--- src/hdl/bba_row_search.sv ---
// lowest free node of one tree level within one bitmap row
`timescale 1ns / 1ps
`default_nettype none
module bba_row_search #(
	parameter int SIZE_LEVELS = 10,
	parameter int ROW_LOG2    = 6
) (
	input  wire logic [(1<<ROW_LOG2)-1:0]            row_data,
	input  wire logic [SIZE_LEVELS-ROW_LOG2:0]       row_idx,
	input  wire logic [$clog2(SIZE_LEVELS+1)-1:0]    level,
	output logic                                     hit,
	output logic [ROW_LOG2-1:0]                      hit_bit
);

	localparam int W = 1 << ROW_LOG2;

	always_comb begin
		int n;
		int lo;
		lo      = 1 << (SIZE_LEVELS - int'(level));
		hit     = 1'b0;
		hit_bit = '0;
		// scan downward so the lowest matching bit wins
		for (int b = W - 1; b >= 0; b--) begin
			n = (int'(row_idx) << ROW_LOG2) + b;
			if (row_data[b] && n >= lo && n < 2 * lo) begin
				hit     = 1'b1;
				hit_bit = ROW_LOG2'(b);
			end
		end
	end

endmodule
`default_nettype wire

--- config.mk ---
export PLATFORM = sky130hd
export DESIGN_NAME = bba_row_search
export DESIGN_NICKNAME = d
export VERILOG_FILES = /design/src/hdl/bba_row_search.sv
export SDC_FILE = /design/constraint.sdc
export NUM_CORES = 1
export LEC_CHECK = 0
export ABC_AREA = 1
export BUFFER_PORTS_ARGS = -buffer_cell sky130_fd_sc_hd__buf_2
export CAP_MARGIN = 20
export CELL_PAD_IN_SITES_DETAIL_PLACEMENT = 0
export CELL_PAD_IN_SITES_GLOBAL_PLACEMENT = 1
export CORE_MARGIN = 2
export CORE_UTILIZATION = 28
export DETAILED_ROUTE_END_ITERATION = 10
export PLACE_DENSITY_LB_ADDON = 0.1
export RECOVER_POWER = 25
export SYNTH_ARGS = -nofsm -noshare
export SYNTH_HDL_FRONTEND = slang
export SYNTH_SLANG_ARGS = --single-unit
--- constraint.sdc ---
create_clock -name vclk -period 5.3
set_input_delay 0.53 -clock vclk [all_inputs]
set_output_delay 0.53 -clock vclk [all_outputs]
set_load 0.01 [all_outputs]
[Yosys cells after proc, flatten, opt, wreduce, memory -nomap -nowiden]
Cells that the tools add are included.
W data, S select, Z words.
Storage, ports and cells
  bits in registers: 0
  bits of input ports: 73
  output and inout port bits: 7
  logic and storage cells: 449
Operators by class
  add/sub/neg operators: 64
  order comparisons: 128
  shift operators: 1
  multiplexer cells: 128
  reduce and logical (&&, ||, !) cells: 128
Operator list (number)
  $ge A13 B32 Y1: 63
  $lt A13 B32 Y1: 63
  $add A11 B6 Y12 const B: 32
  $mux W6: 64
  $add A11 B5 Y12 const B: 16
  $logic_and A1 B1 Y1: 128
  $add A11 B4 Y12 const B: 8
  $mux W1: 64
  $add A11 B3 Y12 const B: 4
  $ge A12 B32 Y1: 1
  $lt A12 B32 Y1: 1
  $shl A1 B32 Y32 const A: 1
  $add A11 B2 Y12 const B: 2
  $add A11 B1 Y12 const B: 1
  $sub A4 B4 Y5 const A: 1

[Depth between registers and ports, before layout]
Gate-level depths: netlist of the first run.
  depth in word-level cells: 69
  gate-level depth with buffers: 75
  gate-level depth less buffers: 74

[Worst setup path after synthesis of the first run]
Ideal clock, no wire load.
  kind: in2out
  from: in level[0]
  to: out hit_bit[0]
  arrival time: 4.967 ns
  required time: 4.770 ns
  setup slack: -0.197 ns
  stages: 73
  path buffers: 0
  cell sequence: ha_1 -> nand2_1 -> clkinv_1 -> nor2_4 -> inv_2 -> nor2_2 -> nand2_1 -> ha_1 -> a21oi_1 -> nand2_1 -> nand3_1 -> nand2_2 -> nand2_1 -> nand3_1 -> nand2_1 -> nand2_1 -> nand2_1 -> nand2_1 -> [... 37 more ...] -> nand2_1 -> nand2_1 -> nand2_1 -> nand2_1 -> nand2_1 -> nand2_1 -> nand2_1 -> nand2_1 -> nand2_1 -> nand2_1 -> nand2_1 -> nand2_1 -> nand2_1 -> nand2_1 -> nand2_1 -> nand2_1 -> nand2_1 -> a21oi_2
On the way
  word-level cells in the longest chain between the ends: 69
  elaborated cells on any way between the ends: 322
  classes of those cells: add/sub (1); order compare (128); shift (1); mux (64); reduce/logical (128)
RTL lines
  start, declared: line 10  | input wire logic [$clog2(SIZE_LEVELS+1)-1:0] level,
  $sub A4 B4 Y5 (*): line 20  | lo = 1 << (SIZE_LEVELS - int'(level));
  $shl A1 B32 Y32 (*): line 20
  $ge A13 B32 Y1: line 26  | if (row_data[b] && n >= lo && n < 2 * lo) begin
  $logic_and A1 B1 Y1 (2 in series): line 26
  $mux W6 (63 in series): line 26
  $mux W6 (*): line 26
  end, declared: line 12  | output logic [ROW_LOG2-1:0] hit_bit
Every way passes the cells marked *; elsewhere a longest branch is shown, timed or not.

[Worst setup path after layout of the first run]
  from: in level[1]
  to: out hit_bit[0]
The elaborated chain is that of the path after synthesis.

==> results.py, run 1 <==
metrics = {
    "yosys": {
        "ys_seq_area_share_pct": 0,
        "yosys.cell_count.top_type": "nand2_1",
        "synth_area_leader_cell": "nand2_1",
        "synth_cell_types": 31,
        "syn-instance-count": 387,
        "synth_nets": 473,
        "synth_area_sq_mm": 0.00186,
        "synth_top_area_share_pct": 28.6,
        "synthTopCellsByCount": "nand2_1, nand3_1, inv_1",
        "synth_area_leaders": "nand2_1, nand3_1, ha_1, inv_1, nor2_1",
        "yosys_warnings": 0,
        "avgSynthCellArea_sq_um": 4.81,
    },
    "flow_run": {
        "max_cap_viol_count": 0,
    },
    "layout": {
        "seqCellArea_sq_um": 0,
        "n_fill_cell": 656,
        "nClkBuffers": 0,
        "drive_gt1_share_pct": 53.3,
        "syn2layout_area_growth_pct": 98.3,
        "seq_cells": 0,
        "diodes": 0,
        "num-nets-final": 643,
        "instances_no_fill": 632,
    },
    "run_status": {
        "violations": "setup timing",
        "status": "complete, but fails checks",
    },
    "drt": {
        "viasPerCell": 4.79,
        "drt_first_iter_violations": 42,
        "ant_nets": 0,
        "firstDrtPassIters": 4,
        "drc": 0,
        "routed-via-count": 3027,
        "drt-total-wl_um": 7040,
        "wire_per_inst_um": 11.1,
    },
    "timing": {
        "setup_viol": 7,
        "max_slew_margin_pct": 56.7,
        "tns_ps": -2720,
        "rsz0062_at_grt": "true",
        "holdWs_ps": 1450,
        "period_share_pct": 114,
        "worst_pin_slew_ps": 643,
        "slew_violations": 0,
        "worst_slack_ps": -722,
        "layout_min_cycle_time_ps": 6020,
        "max_freq_mhz": 166,
        "hold_viol_final": 0,
    },
    "clock_tree": {
        "hold_buffers": 0,
    },
    "min_path": {
        "hold_start": "row_data[0]",
        "hp-class": "primary input to primary output",
    },
    "floorplanning": {
        "die-area_sq_mm": 0.00732,
        "start_util_pct": 29.2,
        "dieHeight_um": 85.6,
        "io_pins": 80,
        "die_w_um": 85.6,
        "row_count": 29,
        "core_sq_mm": 0.00639,
    },
    "pwr": {
        "ir_drop_v": 0.0000936,
        "p_leak_nw": 2.01,
        "power-per-cell-area_mw_per_mm2": 191,
        "p_total_uw": 707,
    },
    "critical_path": {
        "crit_path_max_fanout": 6,
        "slowest_delay_ps": 270,
        "crit_type": "primary input to primary output",
        "cp-end-kind": "primary output",
        "crit_slowest_cell": "a221oi_2",
        "crit_required_ps": 4770,
        "cp-startpoint": "level[1]",
        "arrival_ps": 5490,
        "crit_top_cell": "nand2_1",
        "critical_path.startpoint_type": "primary input",
    },
    "grt": {
        "grtUsageTotal_pct": 17.8,
        "grt_pass1_vias": 2832,
        "grt_pass1_wl_um": 11500,
        "grt_max_degree": 21,
        "antenna_found_initial": 0,
        "overflow": 0,
    },
    "place": {
        "detailedPlacementHpwl_um": 5200,
        "place_inst": 596,
        "gp_congestion": 0.843,
        "port_buffers": 80,
        "pre_cts_ws_ps": -795,
    },
}
-- routing by layer --
| layer | global-route usage (%) | vias to the layer above | share of wire (%) |
|---|---|---|---|
| met3 | 0.770 | 6 | 3.9 |
| li1 | - | 1635 | - |
| met1 | 21.9 | 1331 | 43 |
| met2 | 35.3 | 55 | 52 |
| met4 | 1.01 | 0 | 0.91 |
| met5 | 0 | - | 0 |
-- cells by family (layout without fill, tap and decap cells) --
| kind of cell | Yosys count | after routing | synth area share, % |
|---|---|---|---|
| compound gates | 53 | 53 | 17.0 |
| fa+ha+maj | 13 | 13 | 8.73 |
| buf+inv | 52 | 220 | 11.3 |
| simple gates | 269 | 269 | 62.9 |
-- final cells by class --
cell class / count / area [sq um] / area share (%)
repair buffers: 177 / 1220 / 33.1
multi-input cells: 335 / 2200 / 59.7
repair inverters: 1 / 7.51 / 0.203
inverters: 42 / 165 / 4.47
well taps: 77 / 96.3 / 2.61
-- power by group --
part	internal (mW)	total [mW]	switching, mW
Combinational	0.326	0.707	0.382
Sequential	0	0	0
Clock	0	0	0
Total	0.326	0.707	0.382
-- worst max-delay path: cells and delay by family --
family,cells,cell delay (ps)
buf+inv,4,400
fa+ha+maj,2,360
simple gates,67,3800
compound gates,2,380
-- through the flow --
stage,instance area [sq um],utilization (%)
final,3690,57.8
after detailed placement,2870,45.0
after global placement,2870,45.0
after CTS,3160,49.5
after floorplan,1970,-
after global routing,3690,57.8
-- cell usage in the layout (no fill, tap or decap), types with 5 or more instances in the layout --
master,synthesis,routed
a21oi_2,1,7
nor2_4,2,10
ha_1,13,5
nand3_2,0,20
a31oi_1,8,6
nand3_1,70,43
buf_6,0,10
inv_1,38,26
buf_2,7,78
o211ai_1,5,5
buf_4,2,85
nor2_1,32,20
a21oi_1,19,10
nand2_2,8,26
nand3_4,0,7
inv_2,3,13
nor2_2,4,8
nand2_1,142,121
ha_4,0,8
-- what timing repair did --
| item | 4_1_cts | 5_1_grt |
|---|---|---|
| pin swaps | 29 | 46 |
| endpoints found under the setup margin | 2 | 7 |
| gates cloned | 0 | 2 |
| gates resized for setup | 31 | 101 |
| buffers inserted | 24 | 17 |
-- worst paths after layout --
check / depth (start not counted) / to / slack [ps]
hold / removal: 5 / hit_bit[0] / 1450
setup / recovery: 75 / hit_bit[0] / -720
No activity file was read; power rests on OpenSTA's default activity.
==> run 2, diff against run 1 <==
--- a/config.mk
+++ b/config.mk
@@ -13,7 +13,7 @@
 export CORE_MARGIN = 2
 export CORE_UTILIZATION = 28
 export DETAILED_ROUTE_END_ITERATION = 10
-export PLACE_DENSITY_LB_ADDON = 0.1
+export PLACE_DENSITY = 0.77
 export RECOVER_POWER = 25
 export SYNTH_ARGS = -nofsm -noshare
 export SYNTH_HDL_FRONTEND = slang
==> constraint.sdc (replaced) <==
create_clock -name vclk -period 5.3
set_input_delay 0.53 -clock vclk [all_inputs]
set_output_delay 0.53 -clock vclk [all_outputs]
set_load 0.1 [all_outputs]
==> results.py, run 2 (same netlist as run 1, synthesis figures left out) <==
metrics = {
    "run_status": {
        "status": "complete, but fails checks",
        "violations": "setup timing",
    },
    "pwr": {
        "p_leak_nw": 1.96,
        "power-per-cell-area_mw_per_mm2": 231,
        "p_total_uw": 794,
        "ir_drop_v": 0.000236,
    },
    "drt": {
        "drc": 0,
        "firstDrtPassIters": 4,
        "wire_per_inst_um": 10.6,
        "viasPerCell": 4.71,
        "drt-total-wl_um": 6540,
        "ant_nets": 0,
        "routed-via-count": 2920,
        "drt_first_iter_violations": 55,
    },
    "floorplanning": {
        "io_pins": 80,
        "die_w_um": 85.6,
        "die-area_sq_mm": 0.00732,
        "core_sq_mm": 0.00639,
        "row_count": 29,
        "dieHeight_um": 85.6,
        "start_util_pct": 29.2,
    },
    "layout": {
        "mostFrequentLayoutCell": "nand2_1",
        "num-nets-final": 631,
        "final_util_pct": 53.8,
        "final_cell_mix": "nand2_1, buf_4, buf_2, nand3_1, inv_1",
        "seqCellArea_sq_um": 0,
        "drive_gt1_share_pct": 43.6,
        "nClkBuffers": 0,
        "stdcell_area_sq_mm": 0.00344,
        "seq_cells": 0,
        "diodes": 0,
        "syn2layout_area_growth_pct": 84.6,
    },
    "timing": {
        "hold_viol_final": 0,
        "slew_violations": 0,
        "max_slew_margin_pct": 78.9,
        "setup_viol": 2,
        "tns_ps": -890,
        "worst_pin_slew_ps": 313,
        "rsz0062_at_grt": "true",
        "layout_min_cycle_time_ps": 6110,
        "max_freq_mhz": 164,
        "worst_slack_ps": -807,
        "period_share_pct": 115,
    },
    "flow_run": {
        "max_cap_viol_count": 0,
    },
    "critical_path": {
        "critical_path.startpoint_type": "primary input",
        "arrival_ps": 5580,
        "cp-startpoint": "level[1]",
        "cp-end-kind": "primary output",
        "slowest_delay_ps": 280,
        "crit_top_cell": "nand2_1",
        "crit_path_max_fanout": 7,
        "crit_slowest_cell": "ha_4",
        "crit_type": "primary input to primary output",
        "crit_required_ps": 4770,
    },
    "place": {
        "pre_cts_ws_ps": -935,
        "gp_congestion": 0.817,
        "port_buffers": 80,
        "placed_cell_area_sq_mm": 0.00304,
        "detailedPlacementHpwl_um": 5250,
    },
    "grt": {
        "antenna_found_initial": 0,
        "grtUsageTotal_pct": 16.9,
        "grt_max_degree": 20,
        "grt_pass1_vias": 2718,
        "overflow": 0,
        "grt_pass1_wl_um": 10900,
    },
    "min_path": {
        "hold_start": "row_data[1]",
        "hp-class": "primary input to primary output",
    },
    "clock_tree": {
        "hold_buffers": 0,
    },
}
-- run 2: changes by cell type in the layout (fill, tap and decap cells not counted), sizes merged --
cell / before / now
buf: 176 / 166
clkinvlp: 2 / 0
inv: 40 / 42
clkbuf: 1 / 0
clkinv: 1 / 0
-- run 2: through the flow --
stage	std cells	hold WS, ps
finish	620	1600
global route	620	1630
CTS	610	1600
detailed placement	597	1600
global placement	597	1600
floorplan	387	1370
-- run 2: area by class of cell --
| cell class | instances | area, sq um |
|---|---|---|
| fillers | 655 | 2950 |
| inverters | 42 | 160 |
| multi-input cells | 335 | 2000 |
| well taps | 77 | 96.3 |
| repair buffers | 166 | 1180 |
-- run 2: path summary, 6_finish.rpt --
| path | endpoint | slack (ps) | cells after the start |
|---|---|---|---|
| worst max-delay path | hit_bit[0] | -810 | 71 |
| worst min-delay path | hit_bit[0] | 1600 | 5 |
-- run 2: routing by layer --
metal	wire length [um]	vias up	GRT usage (%)
met2	3180	66	30.8
met1	3020	1247	22.7
met5	0	-	0
met4	72	0	2.60
li1	-	1599	-
met3	265	8	0.385
-- run 2: critical path: cells and delay by family --
kind,cells,cell delay (ps)
adder cells (fa/ha/maj),2,450
AO/OA/AOI/OAI,2,400
AND/OR/NAND/NOR,61,3470
buffers and inverters,6,750
-- run 2: repair_timing --
| action | CTS | global route |
|---|---|---|
| pin swaps | 23 | 41 |
| gates resized for setup | 18 | 39 |
| setup endpoints to repair | 2 | 7 |
| buffers inserted | 13 | 10 |
-- run 2: where the power goes --
part	internal (mW)	total [mW]	switching, mW	leakage, nW
logic	0.333	0.794	0.461	1.96
registers	0	0	0	0
clock network	0	0	0	0
total	0.333	0.794	0.461	1.96
